`src/rtl/core/assert_macros.svh`:
```
// ----------------------------------------------------------------------------
// assertion macros for the checks of the row-stream multiplier
// ----------------------------------------------------------------------------
`ifndef ASSERT_MACROS_SVH
`define ASSERT_MACROS_SVH

// same-cycle implication, disabled while reset is high
`define CHK_IMPLY(name, clk, rst, ante, cons) \
   name: assert property (@(posedge clk) disable iff (rst) (ante) |-> (cons)) \
      else $error("check failed: same-cycle implication");

// next-cycle implication, disabled while reset is high
`define CHK_NEXT(name, clk, rst, ante, cons) \
   name: assert property (@(posedge clk) disable iff (rst) (ante) |=> (cons)) \
      else $error("check failed: next-cycle implication");

`endif

```
`src/rtl/core/mrs_pkg.sv`:
```
// ----------------------------------------------------------------------------
// mrs_pkg
// shared constants, register codes and control structs of the row-stream
// matrix multiplier
// ----------------------------------------------------------------------------
`timescale 1ns / 1ps
`default_nettype none

package mrs_pkg;

   localparam int DEF_MAX_DIM   = 16;
   localparam int DEF_ELEM_BITS = 16;
   localparam int SUM_BITS      = 40;
   localparam int COL_BITS      = 4;
   localparam int CFG_BITS      = 5;
   localparam int CSR_IDX_BITS  = 2;

   // register indexes
   localparam logic [CSR_IDX_BITS-1:0] CSR_INNER_DIM = 2'd0;
   localparam logic [CSR_IDX_BITS-1:0] CSR_OUT_COLS  = 2'd1;
   localparam logic [CSR_IDX_BITS-1:0] CSR_OUT_ROWS  = 2'd2;

   localparam logic [CFG_BITS-1:0] CFG_RESET_DIM = 5'd1;

   // word kinds
   localparam logic REQ_TYPE_B = 1'b0;
   localparam logic REQ_TYPE_A = 1'b1;

   // sequencer to accumulator bank
   typedef struct packed {
      logic advance;
      logic issue;
      logic issue_last;
      logic emit;
   } acc_ctl_type;

   // accumulator bank back to sequencer
   typedef struct packed {
      logic s1_valid;
      logic s2_valid;
      logic s2_last;
   } acc_stat_type;

endpackage

`default_nettype wire

```
`src/rtl/core/mrs_accum.sv`:
```
// ----------------------------------------------------------------------------
// mrs_accum
// column accumulator bank: memory read, multiply, add and write-back
// ----------------------------------------------------------------------------
`timescale 1ns / 1ps
`default_nettype none

module mrs_accum #(
   parameter int MAX_DIM   = mrs_pkg::DEF_MAX_DIM,
   parameter int ELEM_BITS = mrs_pkg::DEF_ELEM_BITS
) (
   input  logic                                clock,
   input  logic                                reset,
   input  mrs_pkg::acc_ctl_type                ctl,
   input  logic [$clog2(MAX_DIM)-1:0]          issue_col,
   input  logic signed [ELEM_BITS-1:0]         a_elem,
   input  logic signed [ELEM_BITS-1:0]         b_elem,
   output mrs_pkg::acc_stat_type               stat,
   output logic [$clog2(MAX_DIM)-1:0]          sum_col,
   output logic signed [mrs_pkg::SUM_BITS-1:0] sum
);

   localparam int DW = $clog2(MAX_DIM);
   localparam int PW = 2 * ELEM_BITS;

   logic signed [mrs_pkg::SUM_BITS-1:0] acc_mem [0:MAX_DIM-1];
   logic [MAX_DIM-1:0]                  acc_vld_ff;

   logic                                s1_vld_ff;
   logic [DW-1:0]                       s1_col_ff;
   logic                                s1_last_ff;
   logic signed [mrs_pkg::SUM_BITS-1:0] acc_rd_ff;
   logic                                acc_hit_ff;

   logic                                s2_vld_ff;
   logic [DW-1:0]                       s2_col_ff;
   logic                                s2_last_ff;
   logic signed [PW-1:0]                prod_ff;
   logic signed [mrs_pkg::SUM_BITS-1:0] acc_op_ff;

   // wraps modulo 2^SUM_BITS
   assign sum     = acc_op_ff + mrs_pkg::SUM_BITS'(prod_ff);
   assign sum_col = s2_col_ff;
   assign stat    = '{s1_valid: s1_vld_ff, s2_valid: s2_vld_ff, s2_last: s2_last_ff};

   always_ff @(posedge clock) begin
      if (reset) begin
         s1_vld_ff  <= 1'b0;
         s2_vld_ff  <= 1'b0;
         acc_vld_ff <= '0;
      end else if (ctl.advance) begin
         s1_vld_ff <= ctl.issue;
         s2_vld_ff <= s1_vld_ff;
         // an emitted column reads as zero for the next row
         if (s2_vld_ff) begin
            acc_vld_ff[s2_col_ff] <= !ctl.emit;
         end
      end
   end

   always_ff @(posedge clock) begin
      if (ctl.advance) begin
         if (ctl.issue) begin
            s1_col_ff  <= issue_col;
            s1_last_ff <= ctl.issue_last;
            acc_rd_ff  <= acc_mem[issue_col];
            acc_hit_ff <= acc_vld_ff[issue_col];
         end
         s2_col_ff  <= s1_col_ff;
         s2_last_ff <= s1_last_ff;
         prod_ff    <= PW'(a_elem) * PW'(b_elem);
         acc_op_ff  <= acc_hit_ff ? acc_rd_ff : '0;
         if (s2_vld_ff && !ctl.emit) begin
            acc_mem[s2_col_ff] <= sum;
         end
      end
   end

endmodule

`default_nettype wire

```
`config.mk`:
```
export PLATFORM = sky130hd
export DESIGN_NAME = mrs_accum
export DESIGN_NICKNAME = d
export VERILOG_FILES = /design/src/rtl/core/assert_macros.svh /design/src/rtl/core/mrs_pkg.sv /design/src/rtl/core/mrs_accum.sv
export SDC_FILE = /design/constraint.sdc
export NUM_CORES = 1
export LEC_CHECK = 0
export BUFFER_PORTS_ARGS = -buffer_cell sky130_fd_sc_hd__buf_2
export CORE_UTILIZATION = 25
export CTS_CLUSTER_SIZE = 8
export DETAILED_ROUTE_END_ITERATION = 16
export GPL_TIMING_DRIVEN = 0
export MAX_ROUTING_LAYER = met4
export PLACE_DENSITY = 0.5
export SYNTH_ARGS = -nofsm -noshare
export SYNTH_HDL_FRONTEND = slang
export SYNTH_SLANG_ARGS = --single-unit
export TNS_END_PERCENT = 10
```
`constraint.sdc`:
```
create_clock -name clock -period 8.8 [get_ports clock]
set_input_delay 1.76 -clock clock [delete_from_list [all_inputs] [get_ports clock]]
set_output_delay 1.76 -clock clock [all_outputs]
set_load 0.05 [all_outputs]
```
; ---- Yosys cells after proc, flatten, opt, wreduce, memory -nomap -nowiden
; Memories as Yosys holds them, arrays and structs flattened. A register that Yosys moved wholly into a read port is not among the register bits.
; Cells that the tools add are included.
[totals]
regBits = 101
ramBits = 640
in_bits = 42
output_inout_bits = 47
wordCells = 29
mem_count = 1
[op_classes]
addsub = 1
multipliers = 1
order_cmp = 3
mux = 8
reduce_logical = 5
[memory_table]
columns = name, depth, width, rd, rd_ports_with_merged_regs, write_ports, line
row1 = acc_mem, 16, 40, 1, 1, 1, mrs_accum.sv:26  ; logic signed [mrs_pkg::SUM_BITS-1:0] acc_mem [0:MAX_DIM-1];
[ops]
columns = operator, n
row1 = $add 40x32->40, 1
row2 = $mul 16x16->32, 1
row3 = $bwmux 16, 1
row4 = $lt 4x5->1 const B, 2
row5 = $mux 1, 5
row6 = $bmux 1 s4, 1
row7 = $demux 1 s4, 1
row8 = $ge 4x1->1 const B, 1
row9 = $reduce_and 2->1, 2
row10 = $logic_and 1x1->1, 2
row11 = $logic_not 1->1, 1

; ---- Longest topological paths before layout
[logic_depth]
ltp_word = 5
ltp_mapped = 24
mapped_depth_nobuf = 23

; ---- Worst setup path after synthesis
; No wires, ideal clock.
[synth_timing]
path_kind = input to register
start = input port b_elem[7]
end = register prod_ff[31], data pin
setup_ns = 0.260
arrival_time_ns = 7.214
t_required_ns = 8.540
path_slack_ns = 1.326
stages = 23
n_path_buf = 1
cell_sequence = clkbuf_1 > nand2_1 > fa_1 > inv_1 > fa_1 > inv_1 > fa_1 > inv_1 > fa_1 > fa_1 > inv_1 > fa_1 > inv_1 > ha_1 > a21o_1 > a21o_1 > a21oi_1 > o211ai_1 > a2111oi_2 > o211ai_1 > a31o_2 > a21oi_1 > xnor2_1
[synth_via]
elab_chain_cells = 1
[synth_rtl]
columns = item, line
row1 = from (decl), mrs_accum.sv:17  ; input logic signed [ELEM_BITS-1:0] b_elem,
row2 = $mul 16x16->32, mrs_accum.sv:71  ; prod_ff <= PW'(a_elem) * PW'(b_elem);
row3 = to (signal assigned), mrs_accum.sv:71
row4 = to (decl), mrs_accum.sv:38  ; logic signed [PW-1:0] prod_ff;
; No other way between the ends.
; A chain may end at the register's enable or synchronous reset.

; ---- Worst setup path in the final report
[layout_timing]
start = input port a_elem[10]
end = register prod_ff[31], data pin
[layout_via]
elab_chain_cells = 1
[layout_rtl]
columns = item, line
row1 = from (decl), mrs_accum.sv:16  ; input logic signed [ELEM_BITS-1:0] a_elem,
row2 = $mul 16x16->32, mrs_accum.sv:71
; No other way between the ends.

==> metrics <==
# hold bufs at CTS 0; Worst Hold Class reg -> reg; Core Rows 147; DR iter-0 viols 1553; Worst Hold End s2_last_ff; initial antenna violation count 4; core area 161000 sq um; top sig layer met4; post-placement worst setup slack -104 ps; Vias 21600; crit end category flop; Crit-path slowest cell fa_1; Post-synth top cells edfxtp_1 (763), inv_1 (327), fa_1 (263); Syn Inst Count 2542; Sw Ratio 0.402; reg-to-reg endpoint acc_mem[8][36]; DR WL met2 46.8 mm; clock sink total 781; total track usage 0.131; Synth Warn # 0; Reg2Reg Setup Slack 3680 ps; clk slew on worst S/H paths 50 ps; status completed; crit path cell chain buf_2 -> clkbuf_1 -> nand2_1 -> fa_1 -> fa_1 -> fa_1 -> fa_1 -> inv_1 -> fa_1 -> fa_1 -> ha_1 -> o21a_1 -> o21a_1 -> o2111ai_1 -> o211ai_1 -> a2111oi_2 -> o211ai_1 -> a31o_2 -> a21oi_1 -> xnor2_1; routed len/inst 20.6 um; post-route antenna net violation count 0; Reg2Reg Depth 12; Area growth syn-to-layout 17.7%; final setup TNS 0 ps; most common cell in the netlist edfxtp_1; H-tree level count 3; Yosys top cell area share 0.564; RSZ-0062 raised after global routing false; Synth Register Bits 781; Inserted Clock Buffers 108; slew margin rel. 0.104; share of cells above drive strength 1 0.177; post-synthesis cell type count 56; Max Root-Sink Buffers 3; Power Internal 11.2 mW; Tmin final 8150 ps; max-cap violation count 0; final period utilization 0.926; clock skew 19.4 ps; met3 wire length 5.46 mm; number of synthesized flops with an enable pin 763; Most used DFF post-synth edfxtp_1; post_cts resized 0; Ports 89; VDD IR-drop max 0.310 mV; Root Buffer clkbuf_16; critical path class in -> reg; Max Fclk 123 MHz; PnR Total Power 18.7 mW; GRT overflow 0; Max Slew Vio Count 0; largest net degree at the start of global routing 57; CP max stage delay 580 ps; worst setup margin 654 ps; Min-Delay Path Depth 0; Startpoint Class input port; Synth area leaders edfxtp_1 (56%), fa_1 (13%), mux4_2 (11%), ha_1 (3.7%), inv_1 (3.0%); vias in the first global route 23100; Port Buf Inserts 86; Initial Util 0.252; CP Buf/Inv Count 3; part of the power in registers 0.299; r2r startpoint prod_ff[0]; Die W 405 um; final WL 102 mm; via/cell ratio 4.35; Synth area leader edfxtp_1; Final #Nets 3201; synthesized area 40600 sq um; Die Ht 405 um; routability congestion estimate 0.840; Comb power frac 0.502; ys async rst share 0; mean post-synth cell area 16.0 sq um; # setup viols final 0; DRC violations left 0; drt first pass iters 5; Leakage 17.3 nW; clock power share 0.199; Net Count, Synth 2968; die area 164000 sq um; M1 WL 48.7 mm; Hold Vio Cnt, Final 0; CTS tree done; hold path start s1_last_ff; Worst Path Max Fanout 10; Slew @ Worst Pin 1340 ps; most used cell, CP fa_1; Arr. time, crit path 8510 ps; CP required 9170 ps; worst skew pair latency 650 ps; sw power 7.53 mW; delay-heaviest family, CP adder cells; total power per unit cell area 392 nW/um^2; Post-CTS Setup Bufs 0; first-pass GRT wire length 154 mm; Seq/Total Area, Yosys 0.573; Detailed Place HPWL 72.9 mm
layer usage:
metal,track usage,up-vias
met3,0.0193,124
met5,-,-
met2,0.195,559
met1,0.188,11300
met4,0.0251,0
li1,-,9598
area by class of cell:
| cell class | instances | area [sq um] |
|---|---|---|
| fill | 16100 | 113000 |
| sequential | 781 | 23300 |
| multi-input combinational | 1342 | 16000 |
| clock buffer | 135 | 2870 |
| tap | 2160 | 2700 |
| timing repair buffer | 123 | 1270 |
| inverter | 327 | 1230 |
| buffer | 92 | 360 |
| clock inverter | 7 | 66.3 |
| antenna | 1 | 2.50 |
cell usage in the layout (no fill, tap or decap), drive strengths merged, types with 41 or more instances in the layout:
cell type    n
mux4       205
a21oi       76
ha         121
xnor2       50
nor2        81
nand2      164
buf        141
inv        330
a21o        41
fa         263
clkbuf     209
and2       165
edfxtp     763
sequential cells by signal, indices dropped and copies added (netlist names):
name and count:
acc_rd_ff 40, acc_hit_ff 1, s2_last_ff 1, acc_mem 640
s1_last_ff 1, sum_col 4, s1_vld_ff 1, s1_col_ff 4
acc_vld_ff 16, acc_op_ff 40, s2_vld_ff 1, prod_ff 32
power by group through the flow:
stage	clock (mW)	combinational [mW]	sequential (mW)
6_report	3.71	9.40	5.60
5_1_grt	3.93	10.7	5.61
4_1_cts	3.80	9.54	5.61
3_5_place_dp	0	9.31	5.67
3_3_place_gp	0	9.45	5.68
2_1_floorplan	0	6.81	5.65
stage by stage:
step | std cells | util | cell area, sq um | hold slack [ps]
6_report | 4968 | 0.297 | 47800 | 415
5_1_grt | 4967 | 0.297 | 47800 | 420
4_1_cts | 4967 | 0.296 | 47600 | 413
3_5_place_dp | 4825 | 0.278 | 44700 | 405
3_3_place_gp | 4788 | 0.272 | 43700 | 400
2_1_floorplan | 2542 | - | 40600 | 400
cell families after synthesis:
group,after synthesis,share of synthesized area
AND/OR/NAND/NOR,477,0.0580
adder cells (fa/ha/maj),384,0.167
multiplexers,207,0.114
XOR/XNOR,71,0.0153
buffers and inverters,419,0.0391
AO/OA/AOI/OAI,203,0.0330
flip-flops,781,0.573
worst reg2reg max path: cells and delay by family (launching register included):
kind,cells,cell delay [ps]
XOR/XNOR,1,870
AND/OR/NAND/NOR,3,460
adder cells (fa/ha/maj),2,680
buffers and inverters,1,70
flip-flops,1,480
AO/OA/AOI/OAI,5,2210
worst max path at each step:
stage | startpoint | end | slack (ps) | cells after the start
detailed placement | a_elem[10] | prod_ff[31] | -100 | 20
global placement | ctl[3] | acc_mem[7][13] | -2130 | 3
finish | a_elem[10] | prod_ff[31] | 650 | 20
CTS | a_elem[10] | prod_ff[31] | 560 | 20
floorplan | b_elem[7] | prod_ff[31] | 1330 | 23
global route | b_elem[5] | prod_ff[31] | 340 | 21
Note: power is estimated with default switching activity, not from simulation.
